$ cat config.mk
export PLATFORM = sky130hd
export DESIGN_NAME = omca_ram
export DESIGN_NICKNAME = d
export VERILOG_FILES = /design/src/hdl/omca_ram.sv
export SDC_FILE = /design/constraint.sdc
export NUM_CORES = 1
export LEC_CHECK = 0
export ABC_AREA = 0
export BUFFER_PORTS_ARGS = -buffer_cell sky130_fd_sc_hd__clkbuf_2
export CORE_ASPECT_RATIO = 0.75
export CORE_MARGIN = 8
export CORE_UTILIZATION = 54
export DETAILED_ROUTE_END_ITERATION = 10
export GPL_ROUTABILITY_DRIVEN = 1
export GPL_TIMING_DRIVEN = 0
export PLACE_DENSITY = 0.71
export SETUP_SLACK_MARGIN = 0.1
export SLEW_MARGIN = 20
export SYNTH_ARGS = -nofsm -noshare
export SYNTH_HDL_FRONTEND = slang
export SYNTH_SLANG_ARGS = --single-unit
$ cat constraint.sdc
create_clock -name clk -period 4 [get_ports clk]
set_input_delay 0.4 -clock clk [delete_from_list [all_inputs] [get_ports clk]]
set_output_delay 0.4 -clock clk [all_outputs]
set_load 0.02 [all_outputs]
$ cat src/hdl/omca_ram.sv
// Generic single-write, single-read RAM with registered read data.
module omca_ram #(
  parameter int WIDTH = 32,
  parameter int DEPTH = 16,
  localparam int AW = (DEPTH > 1) ? $clog2(DEPTH) : 1
) (
  input  logic             clk,
  input  logic             we,
  input  logic [AW-1:0]    waddr,
  input  logic [WIDTH-1:0] wdata,
  input  logic [AW-1:0]    raddr,
  output logic [WIDTH-1:0] rdata
);

  logic [WIDTH-1:0] mem [DEPTH];

  always_ff @(posedge clk) begin
    if (we) begin
      mem[waddr] <= wdata;
    end
    rdata <= mem[raddr];
  end

endmodule

==> impl_metrics.env, run 1 <==
export IMPL_crit_path_end_kind="register"
export IMPL_grt_max_degree=20
export IMPL_fin_hold_ws_ns=0.231
export IMPL_cts_buffer_depth=3
export IMPL_grt_use_total_pct=19.6
export IMPL_crit_fanout=8
export IMPL_worst_pin_slew_ns=0.946
export IMPL_pre_cts_ws_ns=1.43
export IMPL_fin_area_mm2=0.0232
export IMPL_grt_pass1_vias=9606
export IMPL_antenna_found_initial=2
export IMPL_ir_drop_mv=0.368
export IMPL_fin_skew_ns=0.0149
export IMPL_synth_top_area_share_pct=77.4
export IMPL_min_to="mem[0][30]"
export IMPL_avgSynthCellArea_um2=23.7
export IMPL_syn_inst=838
export IMPL_ff2ff_setup_slack_ns=2.49
export IMPL_antenna_left=0
export IMPL_path_delay_family="simple AND/OR/NAND/NOR gates"
export IMPL_wl_per_cell_um=28.0
export IMPL_nNetsFinal=1041
export IMPL_hold_path_class="in -> reg"
export IMPL_setup_viol=0
export IMPL_worst_setup_path_start_kind="input pin"
export IMPL_worstSetupPathType="in -> reg"
export IMPL_grt_overflow_total=0
export IMPL_portBuffers=71
export IMPL_ys_top_cells_by_area="edfxtp_1, mux4_2, dfxtp_1"
export IMPL_max_cap_violations=0
export IMPL_cp_data_required_time_ns=4.27
export IMPL_reg2reg_depth=3
export IMPL_fin_crit_sh_pct=49.8
export IMPL_relSlewSlack_pct=37.0
export IMPL_clk_latency_ns=0.57
export IMPL_synth_seq_area_share_pct=80.7
export IMPL_cpPeakStageDelay_ns=0.63
export IMPL_layout_drive_gt1_share_pct=33.6
export IMPL_die_area_mm2=0.0432
export IMPL_cp_arrival_ns=2.26
export IMPL_leakage_nw=7.56
export IMPL_drv_slew=0
export IMPL_status="finished clean"
export IMPL_n_fill_cell=2336
export IMPL_vias=9318
export IMPL_hold_depth=1
export IMPL_start_util_pct=55.1
export IMPL_fmax_ghz=0.502
export IMPL_drc=0
export IMPL_hold_viol_final=0
export IMPL_fin_setup_tns_ns=0
export IMPL_drtIter0Drc=959
export IMPL_ios=74
export IMPL_reg2reg_to="rdata[19]"
export IMPL_cts_root_buffer="clkbuf_16"
export IMPL_setup_slack_ns=2.01
export IMPL_via_per_inst=6.18
export IMPL_area_delta_synth_final_pct=17.0
export IMPL_die_w_um=237
export IMPL_clkSinkCount=544
export IMPL_drt_pass1_iter_count=5
export IMPL_yosys_warnings=0
export IMPL_die_h_um=182
export IMPL_cts_inserted_buffers=50
export IMPL_synth_cell_types=18
export IMPL_cts_tree="built"
export IMPL_crit_buf_inv=3
export IMPL_cp_cell_sequence="clkbuf_2 -> or3b_2 -> nor3_2 -> buf_4 -> buf_6"
export IMPL_synth_fp_nets=880
export IMPL_cts_hold_buf=0
export IMPL_cts_setup_buffers=0
export IMPL_syn_area_mm2=0.0199
export IMPL_worstHoldStart="wdata[30]"
export IMPL_post_cts_resized=0
export IMPL_core_area_mm2=0.0360
export IMPL_dpl_cell_area_mm2=0.0215
export IMPL_yosys_register_bits=544
export IMPL_post_route_min_period_ns=1.99
export IMPL_dp_hpwl_um=27000
export IMPL_rsz0062_at_grt="false"
export IMPL_timing_rr_start="mem[12][19]"
export IMPL_cp_slowest_cell="nor3_2"
export IMPL_yosysTopAreaCell="edfxtp_1"
export IMPL_gp_congestion=0.717
export IMPL_clkSlewWorstSetupHoldPaths_ns=0.06
export IMPL_rows=60
export IMPL_grt_pass1_wl_um=62600
export IMPL_cts_htree_levels=2
export IMPL_routed_wl_um=42200
export IMPL_power_density_mw_per_mm2=507
[worst max path at each step]
| stage | startpoint | end | slack (ns) | cells past startpoint |
|---|---|---|---|---|
| 2_1_floorplan | waddr[2] | mem[0][0] | 0.42 | 2 |
| 3_3_place_gp | we | mem[12][2] | -2.14 | 3 |
| 3_5_place_dp | waddr[2] | mem[0][7] | 1.43 | 5 |
| 4_1_cts | waddr[2] | mem[0][7] | 2.04 | 5 |
| 5_1_grt | we | mem[12][18] | 1.99 | 7 |
| 6_report | waddr[2] | mem[0][7] | 2.01 | 5 |
[per-stage QoR]
| step | power [mW] | cells | util (%) |
|---|---|---|---|
| 2_1_floorplan | 6.88 | 838 | - |
| 3_3_place_gp | 7.12 | 1374 | 57.7 |
| 3_5_place_dp | 7.17 | 1412 | 59.8 |
| 4_1_cts | 11.9 | 1506 | 64.4 |
| 5_1_grt | 12.1 | 1507 | 64.4 |
| 6_report | 11.8 | 1507 | 64.4 |
[report_power, final]
| part | switching, mW | internal (mW) |
|---|---|---|
| Sequential | 0.0338 | 6.37 |
| Clock | 1.96 | 2.78 |
| Combinational | 0.389 | 0.247 |
[layout make-up]
type | instances | area, um^2 | share of cell area, %
Clock inverter | 21 | 184 | 0.792
Buffer | 43 | 223 | 0.959
Multi-Input combinational cell | 251 | 3730 | 16.0
Sequential cell | 544 | 16000 | 69.0
Tap cell | 465 | 582 | 2.51
Clock buffer | 73 | 1490 | 6.42
Timing Repair Buffer | 109 | 997 | 4.29
Antenna cell | 1 | 2.50 | 0.0108
[cell usage after synthesis]
library cell,n
edfxtp_1,512
mux4_2,128
a22oi_1,64
nand2_1,33
dfxtp_1,32
clkbuf_1,17
nor2_1,13
buf_4,11
buf_1,9
buf_2,4
nor3_1,4
buf_6,2
nand2b_1,2
nand3b_1,2
nor2b_1,2
and2_1,1
nand3_1,1
or3b_2,1
[logic make-up (layout without fill, tap and decap cells)]
group                  Yosys count  after routing  synth area share (%)
buffers and inverters           43            246                  1.12
other                            0              1                     0
flip-flops                     544            544                  80.7
multiplexers                   128            128                  14.5
AND/OR/NAND/NOR                 59             59                  1.27
AO/OA/AOI/OAI                   64             64                  2.42
[cells in the final DEF (no fill, tap or decap), types with 9 or more instances in the layout]
| cell | Yosys | final |
|---|---|---|
| clkbuf_8 | 0 | 9 |
| clkinv_2 | 0 | 11 |
| nand2_1 | 33 | 33 |
| mux4_2 | 128 | 128 |
| buf_16 | 0 | 16 |
| clkbuf_16 | 0 | 53 |
| dfxtp_1 | 32 | 32 |
| edfxtp_1 | 512 | 512 |
| buf_4 | 11 | 28 |
| clkbuf_2 | 0 | 71 |
| a22oi_1 | 64 | 64 |
| nor2_4 | 0 | 12 |
| buf_1 | 9 | 9 |
| clkbuf_1 | 17 | 28 |
[sequential cells by signal, indices dropped and copies added, names as in the netlist]
| signal | count |
|---|---|
| mem | 512 |
| rdata | 32 |
[metal layers]
| metal | vias up | share of wire (%) | wire (um) | GRT usage [%] |
|---|---|---|---|---|
| met5 | - | 0 | 0 | 0 |
| met4 | 0 | 2.0 | 823 | 4.98 |
| met3 | 75 | 8.6 | 3650 | 3.81 |
| met2 | 423 | 48 | 20100 | 30.9 |
| met1 | 4912 | 42 | 17600 | 28.4 |
| li1 | 3908 | - | - | - |
[worst reg2reg max path, delay by kind of cell, from the launching register on]
kind,cells,cell delay (ns)
compound gates,1,0.32
flops,1,0.40
mux,1,0.50
simple gates,1,0.14
No activity file was read; power rests on OpenSTA's default activity.
==> inputs of run 2 (changes only) <==
- PLACE_DENSITY: 0.71 -> 0.74
- clock period: 4 -> 1.8 ns (I/O delays scaled with it)
==> run 2 against run 1 <==
Non-clock buffer count shrank 13. Cell count shrank 1.5%. Via count grew 0.46%. Sequential cell count is the same. Combinational power grew 120%. Critical endpoint is now rdata[22]. Largest cell class unchanged. Largest power group unchanged.
==> impl_metrics.env, run 2 (synthesis gave the netlist of run 1 again) <==
export IMPL_crit_fanout=10
export IMPL_cts_root_buffer="clkbuf_16"
export IMPL_cts_hold_buf=0
export IMPL_clkSinkCount=544
export IMPL_grt_overflow_total=0
export IMPL_fmax_ghz=0.618
export IMPL_leakage_nw=7.38
export IMPL_ff2ff_setup_slack_ns=0.28
export IMPL_drc=0
export IMPL_core_area_mm2=0.0360
export IMPL_fin_skew_ns=0.0111
export IMPL_hold_viol_final=0
export IMPL_drtIter0Drc=1154
export IMPL_clkSlewWorstSetupHoldPaths_ns=0.07
export IMPL_cts_inserted_buffers=48
export IMPL_grt_pass1_vias=9624
export IMPL_worst_pin_slew_ns=0.895
export IMPL_grt_max_degree=20
export IMPL_routed_wl_um=42700
export IMPL_reg_largest_list="mem (512), rdata (32)"
export IMPL_area_delta_synth_final_pct=15.5
export IMPL_min_to="mem[5][13]"
export IMPL_power_density_mw_per_mm2=1110
export IMPL_antenna_left=0
export IMPL_hold_path_class="in -> reg"
export IMPL_n_fill_cell=2335
export IMPL_portBuffers=71
export IMPL_status="finished clean"
export IMPL_final_cell_mix="edfxtp_1, mux4_2, clkbuf_2"
export IMPL_worstSetupPathType="in -> reg"
export IMPL_regMostFlops="mem"
export IMPL_cts_buffer_depth=3
export IMPL_cp_data_required_time_ns=2.22
export IMPL_power_mw=25.5
export IMPL_met3_usage_pct=4.11
export IMPL_crit_path_end_kind="register"
export IMPL_nNetsFinal=1026
export IMPL_die_h_um=182
export IMPL_clk_latency_ns=0.56
export IMPL_pre_cts_ws_ns=-0.322
export IMPL_post_route_min_period_ns=1.62
export IMPL_ios=74
export IMPL_setup_slack_ns=0.181
export IMPL_die_area_mm2=0.0432
export IMPL_antenna_found_initial=3
export IMPL_final_common_cell="edfxtp_1"
export IMPL_gr_usage_met1_pct=27.9
export IMPL_reg2reg_depth=3
export IMPL_max_cap_violations=0
export IMPL_die_w_um=237
export IMPL_diodes=0
export IMPL_cp_cell_sequence="clkbuf_1 -> buf_2 -> mux4_2 -> a22oi_1 -> nand2_1"
export IMPL_grt_pass1_wl_um=63100
export IMPL_relSlewSlack_pct=40.3
export IMPL_layout_drive_gt1_share_pct=31.4
export IMPL_setup_viol=0
export IMPL_fin_crit_sh_pct=89.9
export IMPL_cts_htree_levels=2
export IMPL_rows=60
export IMPL_largest_reg_flops=512
export IMPL_cts_tree="built"
export IMPL_grt_use_total_pct=19.9
export IMPL_cp_slowest_cell="clkbuf_1"
export IMPL_drv_slew=0
export IMPL_cpPeakStageDelay_ns=0.53
export IMPL_start_util_pct=55.1
export IMPL_dp_hpwl_um=26400
export IMPL_reg2reg_to="rdata[22]"
export IMPL_via_per_inst=6.30
export IMPL_wl_per_cell_um=28.7
export IMPL_worstHoldStart="wdata[13]"
export IMPL_ir_drop_mv=0.801
export IMPL_cp_arrival_ns=2.04
export IMPL_post_cts_resized=0
export IMPL_timing_rr_start="mem[11][22]"
export IMPL_rsz0062_at_grt="false"
export IMPL_gp_congestion=0.715
export IMPL_cts_setup_buffers=0
export IMPL_use_met2_pct=31.3
export IMPL_worst_setup_path_start_kind="input pin"
export IMPL_vias=9361
export IMPL_hold_depth=1
export IMPL_drt_pass1_iter_count=5
export IMPL_busiest_layer="met2"
run 2: cell types whose count changed in the layout (fill, tap and decap cells not counted), moves of 6 or more:
cell and change:
buf_16 -6, buf_4 -17, buf_8 +9, clkbuf_1 +7, clkbuf_8 -6, clkinv_2 -6
run 2: power by group:
part           switching (mW)  leakage [nW]  total, mW  internal, mW
Combinational           0.864          1.76       1.41         0.542
Clock                    4.32         0.723       9.89          5.57
Sequential             0.0816          4.89       14.2          14.2
Total                    5.27          7.38       25.5          20.3
run 2: metal layers:
metal | up-vias | routed length (um)
met2 | 491 | 20200
li1 | 3865 | -
met1 | 4903 | 17300
met4 | 6 | 1240
met3 | 96 | 3870
met5 | - | 55
run 2: layout make-up:
cell class | count | area, um^2 | area share, %
Buffer | 43 | 223 | 0.971
Multi-Input combinational cell | 251 | 3750 | 16.4
Sequential cell | 544 | 16000 | 69.8
Timing Repair Buffer | 96 | 868 | 3.79
Tap cell | 465 | 582 | 2.54
Clock buffer | 70 | 1340 | 5.82
Clock inverter | 16 | 154 | 0.671
run 2: worst max path at each step:
stage	from	end	depth (start not counted)
floorplan	waddr[2]	mem[10][0]	2
global placement	waddr[0]	mem[14][7]	3
detailed placement	raddr[1]	rdata[22]	5
CTS	raddr[1]	rdata[22]	5
global route	raddr[1]	rdata[9]	5
finish	raddr[1]	rdata[22]	5
run 2: critical path, delay by kind of cell:
kind	cells	cell delay (ns)
AOI/OAI and AO/OA	1	0.30
and+or+nand+nor	1	0.15
buffers and inverters	2	1.03
muxes	1	0.37
run 2: stage by stage:
stage               hold slack (ns)  instance area (um^2)  TNS, ns  utilization [%]  std cells
global route                 0.0434                 22900        0             63.6       1485
finish                       0.0245                 22900        0             63.6       1485
global placement              0.572                 20800  -867.67             57.8       1374
detailed placement            0.591                 21400   -45.48             59.5       1399
CTS                         0.00195                 22900        0             63.6       1485
floorplan                     0.279                 19900  -139.84                -        838
