<file path="src/hdl/omca_pkg.sv">
// Shared types, codes and widths for the online mean and covariance accumulator.
package omca_pkg;

  localparam logic ACT_PUSH = 1'b0;
  localparam logic ACT_READ = 1'b1;

  // push groups
  localparam logic [2:0] GRP_PRED = 3'd0;
  localparam logic [2:0] GRP_RESP = 3'd1;
  // read groups
  localparam logic [2:0] GRP_PRED_MEAN = 3'd0;
  localparam logic [2:0] GRP_RESP_MEAN = 3'd1;
  localparam logic [2:0] GRP_PRED_COV  = 3'd2;
  localparam logic [2:0] GRP_CROSS_COV = 3'd3;
  localparam logic [2:0] GRP_RESP_VAR  = 3'd4;

  localparam logic [1:0] STAT_OK         = 2'd0;
  localparam logic [1:0] STAT_BAD_INDEX  = 2'd1;
  localparam logic [1:0] STAT_FEW_EVENTS = 2'd2;
  localparam logic [1:0] STAT_BAD_GROUP  = 2'd3;

  localparam int CFG_IDX_W  = 1;
  localparam int CFG_DATA_W = 4;
  localparam logic [CFG_IDX_W-1:0] CFG_PRED_COUNT = 1'b0;
  localparam logic [CFG_IDX_W-1:0] CFG_RESP_COUNT = 1'b1;

  localparam int DIV_NUM_W = 64;
  localparam int DIV_DEN_W = 32;

  typedef struct packed {
    logic               action;
    logic [2:0]         group;
    logic [2:0]         row_index;
    logic [2:0]         col_index;
    logic signed [31:0] sample_value;
    logic               last_of_event;
  } in_word_t;

  typedef struct packed {
    logic signed [63:0] read_value;
    logic [31:0]        event_count;
    logic [1:0]         status;
  } out_word_t;

  typedef enum logic [3:0] {
    S_CLEAR,
    S_IDLE,
    S_A_RD,
    S_A_CALC,
    S_A_DIV,
    S_B_RDA,
    S_B_RDB,
    S_B_MUL,
    S_B_START,
    S_B_DIV,
    S_R_ISSUE,
    S_R_MEAN,
    S_R_CM,
    S_R_DIV,
    S_R_OUT
  } seq_state_t;

endpackage

</file>
<file path="src/hdl/omca_div.sv">
// Bit-serial restoring divider, 64-bit dividend by 32-bit divisor.
module omca_div (
  input  logic                            clk,
  input  logic                            rst,
  input  logic                            start,
  input  logic [omca_pkg::DIV_NUM_W-1:0]  dividend,
  input  logic [omca_pkg::DIV_DEN_W-1:0]  divisor,
  output logic                            done,
  output logic [omca_pkg::DIV_NUM_W-1:0]  quotient
);

  localparam int NW = omca_pkg::DIV_NUM_W;
  localparam int DW = omca_pkg::DIV_DEN_W;
  localparam int CNTW = $clog2(NW);

  logic            busy;
  logic [CNTW-1:0] cnt;
  logic [NW-1:0]   num;
  logic [DW-1:0]   rem;
  logic [DW-1:0]   den;
  logic [DW+1:0]   diff;
  logic            fits;
  logic [DW-1:0]   rem_next;

  always_comb begin
    diff     = {1'b0, rem, num[NW-1]} - {2'b00, den};
    fits     = !diff[DW+1];
    rem_next = fits ? diff[DW-1:0] : {rem[DW-2:0], num[NW-1]};
  end

  always_ff @(posedge clk) begin
    if (rst) begin
      busy <= 1'b0;
      done <= 1'b0;
      cnt  <= '0;
    end else begin
      done <= 1'b0;
      if (start) begin
        busy <= 1'b1;
        cnt  <= '0;
      end else if (busy) begin
        cnt <= cnt + 1'b1;
        if (cnt == CNTW'(NW - 1)) begin
          busy <= 1'b0;
          done <= 1'b1;
        end
      end
    end
  end

  always_ff @(posedge clk) begin
    if (start) begin
      num <= dividend;
      den <= divisor;
      rem <= '0;
    end else if (busy) begin
      num <= {num[NW-2:0], fits};
      rem <= rem_next;
    end
  end

  assign quotient = num;

endmodule

</file>
<file path="config.mk">
export PLATFORM = sky130hd
export DESIGN_NAME = omca_div
export DESIGN_NICKNAME = d
export VERILOG_FILES = /design/src/hdl/omca_pkg.sv /design/src/hdl/omca_div.sv
export SDC_FILE = /design/constraint.sdc
export NUM_CORES = 1
export LEC_CHECK = 0
export BUFFER_PORTS_ARGS = -buffer_cell sky130_fd_sc_hd__buf_2
export CORE_ASPECT_RATIO = 0.7
export CORE_MARGIN = 2
export CORE_UTILIZATION = 59
export CTS_CLUSTER_SIZE = 12
export DETAILED_ROUTE_END_ITERATION = 8
export PLACE_DENSITY = 0.95
export SETUP_SLACK_MARGIN = 0.15
export SYNTH_ARGS = -nofsm -noshare
export SYNTH_HDL_FRONTEND = slang
export SYNTH_SLANG_ARGS = --single-unit
</file>
<file path="constraint.sdc">
create_clock -name clk -period 5.4 [get_ports clk]
set_clock_uncertainty 0.15 [all_clocks]
set_input_delay 0.81 -clock clk [delete_from_list [all_inputs] [get_ports clk]]
set_output_delay 0.81 -clock clk [all_outputs]
set_load 0.02 [all_outputs]
</file>
==> results of run 1 <==
logic make-up after synthesis:
family	after synthesis
compound gates	151
xor+xnor	26
mux	69
fa+ha+maj	34
buf+inv	77
flops	136
simple gates	162
flip-flops by register name (all words and copies together), names as in the netlist:
name      cells
quotient     64
den          32
busy          1
rem          32
cnt           6
done          1
cell usage in the layout, fill, tap and decap left out, types with 5 or more instances in the layout:
master / n
o31ai_1: 5
inv_6: 6
buf_4: 5
mux2i_1: 5
nand4_1: 11
a21boi_0: 5
edfxtp_1: 96
buf_2: 162
ha_1: 33
xnor2_1: 15
inv_1: 47
nand3_1: 12
nand2_1: 57
a311oi_1: 17
mux2_2: 64
a21o_1: 12
nor3_1: 11
a21oi_1: 26
clkbuf_16: 17
xor2_1: 11
o21ai_0: 33
nor2_1: 43
a32oi_1: 8
a211oi_1: 5
dfxtp_1: 40
metal layers:
metal / share of wire, % / vias up / track usage [%] / wire [µm]
li1: - / 2764 / - / -
met1: 40 / 2921 / 36.12 / 7654
met2: 49 / 305 / 48.92 / 9372
met3: 8.0 / 43 / 7.023 / 1521
met4: 2.2 / 0 / 8.894 / 409
met5: 0 / - / 0 / 0
per-stage QoR:
step                      util [%]  cell area [µm²]  instances
final                        73.85             8751        982
after global routing         73.85             8751        982
after CTS                    73.85             8751        982
after detailed placement     68.92             8167        950
after global placement       68.92             8167        950
after floorplan                  -             7263        655
worst max-delay path, cell delays in order (launching register included):
cell and delay (ns):
edfxtp_1 0.32, inv_1 0.04, ha_1 0.47, and4_1 0.29
and2_1 0.20, a22oi_1 0.10, and3_1 0.26, a21oi_4 0.22
a31o_1 0.89, nand2_1 0.38, o21ai_0 0.30
cell type report:
cell class / instances / area [µm²]
clock buffers: 17 / 425.4
flip-flops and latches: 136 / 3684
multi-input cells: 442 / 3258
fillers: 729 / 3099
repair buffers: 167 / 848.3
well taps: 157 / 196.4
inverters: 48 / 180.2
clock inverters: 15 / 158.9
how the worst max path moves through the flow:
stage	slack [ns]	to	from
2_1_floorplan	2.51	quotient[0]	start
3_3_place_gp	1.96	rem[20]	den[1]
3_5_place_dp	1.82	rem[26]	den[17]
4_1_cts	1.76	rem[24]	den[17]
5_1_grt	1.44	rem[24]	den[14]
6_report	1.68	rem[24]	den[17]
report_power, final:
part | total [µW] | leakage (µW) | internal (µW) | switching [µW]
Sequential | 1270 | 0.00128 | 1220 | 52.8
Clock | 1160 | 0.000282 | 652 | 508
Combinational | 565 | 0.00212 | 220 | 345
Total | 3000 | 0.00368 | 2090 | 906
==> flow_summary.ini, run 1 <==
[logic_synthesis]
synth.cell_area_um2 = 7263
synth_warnings = 0
synth_top_family_by_area = compound AO/OA/AOI/OAI gates
yosys_register_bits = 136
synth_edf_count = 96
synth_cells = 655
yosysTopAreaCell = edfxtp_1
synth_common_cells = edfxtp_1 (96), mux2_2 (64), nand2_1 (57)
synthArstFlopShare_pct = 0
seq_area_frac_synth_pct = 50.71
synth_most_common_cell = edfxtp_1
ys_top_cells_by_area = edfxtp_1 (40%), dfxtp_1 (11%), mux2_2 (9.9%)
synth_flop_cell = edfxtp_1
synth_xor_area_share_pct = 3.135
synth_compound_area_share_pct = 14.83
synthMuxAreaShare_pct = 10.61
yosys.area_share.simple_pct = 10.32
postSynthAreaPerCell_um2 = 11.09
syn_nets = 788
synth_cell_types = 59
synthAdderAreaFrac_pct = 5.960
synth_top_area_share_pct = 39.69

[worst_setup_path]
crit_required_ns = 5.58
r2r_start = den[17]
rrSetupSlack_ns = 1.68
cp.arrival_ns = 3.91
criticalPathCategory = reg -> reg
cp-end-kind = register
critical_path.startpoint_type = register
worst-r2r-cell-count = 10
crit_fanout = 25
regToRegEndpoint = rem[24]

[cells_and_area]
fin_nets = 945
final_layout_size_suffix_gt1_share_pct = 33.33
area_growth_pct = 20.48
diodes = 0

[grt]
grt_max_degree = 72
grt_usage_pct = 28.79
antenna_found_initial = 0
grt_overflow = 0
grt_pass1_vias = 5958
grt_pass1_wl_um = 29860

[die]
core_um2 = 11850
io-pin-count = 164
die_area_um2 = 13230
start_util_pct = 61.29
die_y_um = 96.83
dieWidth_um = 136.6
num_rows = 33

[detailed_routing]
drt_wl_total_um = 18960
drc = 0
first_pass_iters = 5
vias = 6033
initialDrtViolationCount = 716
ant_nets = 0
viasPerCell = 6.144
avgRoutedWirePerCell_um = 19.31

[worst_hold_path]
whs_path_depth = 2
hp-start = rem[5]
hold_class = reg -> reg
worstHoldEndpoint = rem[6]

[timing]
final_max_slew_viol_count = 0
hold_viol_final = 0
period_minus_slack_ns = 3.725
max_freq_mhz = 268.5
tightest_slew_ns = 1.110
max_slew_margin_pct = 25.84
rsz0062_at_grt = false
finalCritPeriodShare_pct = 68.98
setup_tns_ns = 0
whs_ns = 0.3458
setup_slack_ns = 1.675
setup_viol = 0

[flow_run]
maxCapViolations = 0

[power]
p_leak_uw = 0.003683
fin_total_pwr_uw = 3000
pwr_density_cell_nw_per_um2 = 342.9
peakVddDrop_v = 0.0002708

[clocking]
insertion_delay_ns = 0.43
clk_pin_slew_ns = 0.06
cts-buffers-inserted = 17
ctsLongestPathBuffers = 2
cts_hold_repair.buffers = 0
cts_tree = yes
ctsHtreeMaxLevel = 4
ctsRootBufferMaster = clkbuf_16
ctsResizeCount = 0
cts_sinks = 136
post_cts_buffers = 0

[placement]
gp_congestion = 0.9135
dp_slack_ns = 1.821
numPortBuffers = 163
dp_hpwl_um = 13100

[status]
outcome = finished, final reports clean
No activity file was read; power rests on OpenSTA's default activity.
==> run 2, diff against run 1 <==
--- a/config.mk
+++ b/config.mk
@@ -8,10 +8,10 @@
 export BUFFER_PORTS_ARGS = -buffer_cell sky130_fd_sc_hd__buf_2
 export CORE_ASPECT_RATIO = 0.7
 export CORE_MARGIN = 2
-export CORE_UTILIZATION = 59
+export CORE_UTILIZATION = 49
 export CTS_CLUSTER_SIZE = 12
 export DETAILED_ROUTE_END_ITERATION = 8
-export PLACE_DENSITY = 0.95
+export PLACE_DENSITY = 0.86
 export SETUP_SLACK_MARGIN = 0.15
 export SYNTH_ARGS = -nofsm -noshare
 export SYNTH_HDL_FRONTEND = slang
==> constraint.sdc (replaced) <==
create_clock -name clk -period 3.36 [get_ports clk]
set_clock_uncertainty 0.15 [all_clocks]
set_input_delay 0.504 -clock clk [delete_from_list [all_inputs] [get_ports clk]]
set_output_delay 0.504 -clock clk [all_outputs]
set_load 0.02 [all_outputs]
==> run 2 against run 1 <==
  * First-iteration DRC count shrank 33%
  * Highest routed layer unchanged
  * Critical endpoint is now rem[20]
  * Non-clock buffer count grew 7
  * Maximum frequency grew 23%
  * Final cell count grew 4.6%
  * Clock power grew 58%
  * Utilization shrank 13 points
  * Worst setup slack lost 1.3 ns
  * Power grew 59%
  * Via count shrank 5.7%
  * Combinational power grew 59%
  * Critical path type unchanged
  * Hold slack lost 0.25 ns
==> flow_summary.ini, run 2 (synthesis gave the netlist of run 1 again) <==
[grt]
grt_max_degree = 62
grt_usage_pct = 21.79
grt_pass1_wl_um = 27260
antenna_found_initial = 0
grt_pass1_vias = 5402
grt_overflow = 0

[timing]
period_minus_slack_ns = 3.023
whs_ns = 0.09969
rsz0062_at_grt = true
tightest_slew_ns = 1.102
setup_viol = 0
max_freq_mhz = 330.8
finalCritPeriodShare_pct = 89.97
hold_viol_final = 0
setup_tns_ns = 0
max_slew_margin_pct = 26.40
final_max_slew_viol_count = 0

[worst_hold_path]
hold_class = in -> reg
hp-start = rst
whs_path_depth = 2
worstHoldEndpoint = busy

[detailed_routing]
drc = 0
first_pass_iters = 7
drt_wl_total_um = 16860
avgRoutedWirePerCell_um = 16.42
dr.max_layer_used = met4
initialDrtViolationCount = 478
wl_met2_um = 7408
wl_met3_um = 956
ant_nets = 0
viasPerCell = 5.538
vias = 5688
wl_met1_um = 8357

[cells_and_area]
layout_commonest_cell = buf_2
final_layout_size_suffix_gt1_share_pct = 34.50
diodes = 0
largest_reg_flops = 64
area_growth_pct = 22.43
fillers = 1173
fin_nets = 952
layout_common_cells = buf_2 (162), edfxtp_1 (96), mux2_2 (64)

[worst_setup_path]
crit_required_ns = 3.52
regToRegEndpoint = rem[20]
crit_fanout = 3
critical_path.startpoint_type = register
cp.arrival_ns = 3.18
criticalPathCategory = reg -> reg
r2r_start = quotient[63]
cp-end-kind = register
rrSetupSlack_ns = 0.34
worst-r2r-cell-count = 12

[placement]
gp_congestion = 0.9001
dp_hpwl_um = 12350
numPortBuffers = 163

[clocking]
ctsRootBufferMaster = clkbuf_16
cts_hold_repair.buffers = 0
cts-buffers-inserted = 17
ctsLongestPathBuffers = 2
insertion_delay_ns = 0.41
clk_pin_slew_ns = 0.07
cts_tree = yes
ctsHtreeMaxLevel = 4
cts_sinks = 136

[die]
die_area_um2 = 15830
core_um2 = 14580
num_rows = 37
die_y_um = 105.9
io-pin-count = 164
start_util_pct = 49.81
dieWidth_um = 149.5

[flow_run]
maxCapViolations = 0

[power]
fin_total_pwr_uw = 4769
peakVddDrop_v = 0.0003259
pwr_density_cell_nw_per_um2 = 536.3
p_leak_uw = 0.003727

[status]
outcome = finished, final reports clean
run 2: layout make-up:
cell class	count	area [µm²]	share of cell area, %
inverters	48	180.2	2.026
multi-input cells	442	3274	36.82
clock buffers	17	425.4	4.784
flip-flops and latches	136	3684	41.42
repair buffers	174	929.6	10.45
clock inverters	15	155.1	1.745
well taps	195	244.0	2.744
run 2: power breakdown:
group / leakage [µW] / internal (µW) / switching [µW]
Clock: 0.000279 / 1050 / 784
Combinational: 0.00216 / 363 / 535
Sequential: 0.00128 / 1960 / 74.1
Total: 0.00373 / 3380 / 1390
run 2: worst max path at each step:
| stage | slack (ns) | to | from | cells after the start |
|---|---|---|---|---|
| after detailed placement | 0.27 | rem[20] | den[14] | 11 |
| after global placement | 0.41 | rem[20] | den[14] | 11 |
| after floorplan | 0.56 | quotient[0] | den[26] | 12 |
| after global routing | 0.12 | rem[30] | quotient[63] | 12 |
| after CTS | 0.26 | rem[20] | den[1] | 11 |
| final | 0.34 | rem[20] | quotient[63] | 12 |
run 2: repair_timing:
| item | 4_1_cts | 5_1_grt |
|---|---|---|
| hold endpoints to repair | 0 | 0 |
| setup endpoints to repair | 0 | 6 |
| resized for setup | 0 | 6 |
| buffers inserted | 0 | 1 |
run 2: metal layers:
| layer | vias up | track usage, % |
|---|---|---|
| met5 | - | 0 |
| met4 | 0 | 5.170 |
| met3 | 13 | 4.892 |
| met2 | 181 | 31.85 |
| met1 | 2716 | 32.79 |
| li1 | 2778 | - |
run 2: critical path: stages (launching register included):
cell	delay, ns
edfxtp_1	0.37
inv_1	0.09
ha_1	0.17
inv_1	0.06
fa_1	0.44
a211oi_2	0.34
o21ai_0	0.21
nand2_1	0.13
a21oi_1	0.10
o21a_1	0.23
o21ai_0	0.14
o311ai_0	0.17
a311oi_1	0.33
run 2: through the flow:
| step | cells | setup slack, ns | utilization [%] | cell area [µm²] |
|---|---|---|---|---|
| floorplan | 655 | 0.5598 | - | 7263 |
| global placement | 994 | 0.4096 | 56.81 | 8284 |
| detailed placement | 994 | 0.2675 | 56.81 | 8284 |
| CTS | 1026 | 0.2581 | 60.79 | 8865 |
| global route | 1027 | 0.1226 | 60.98 | 8892 |
| finish | 1027 | 0.3369 | 60.98 | 8892 |
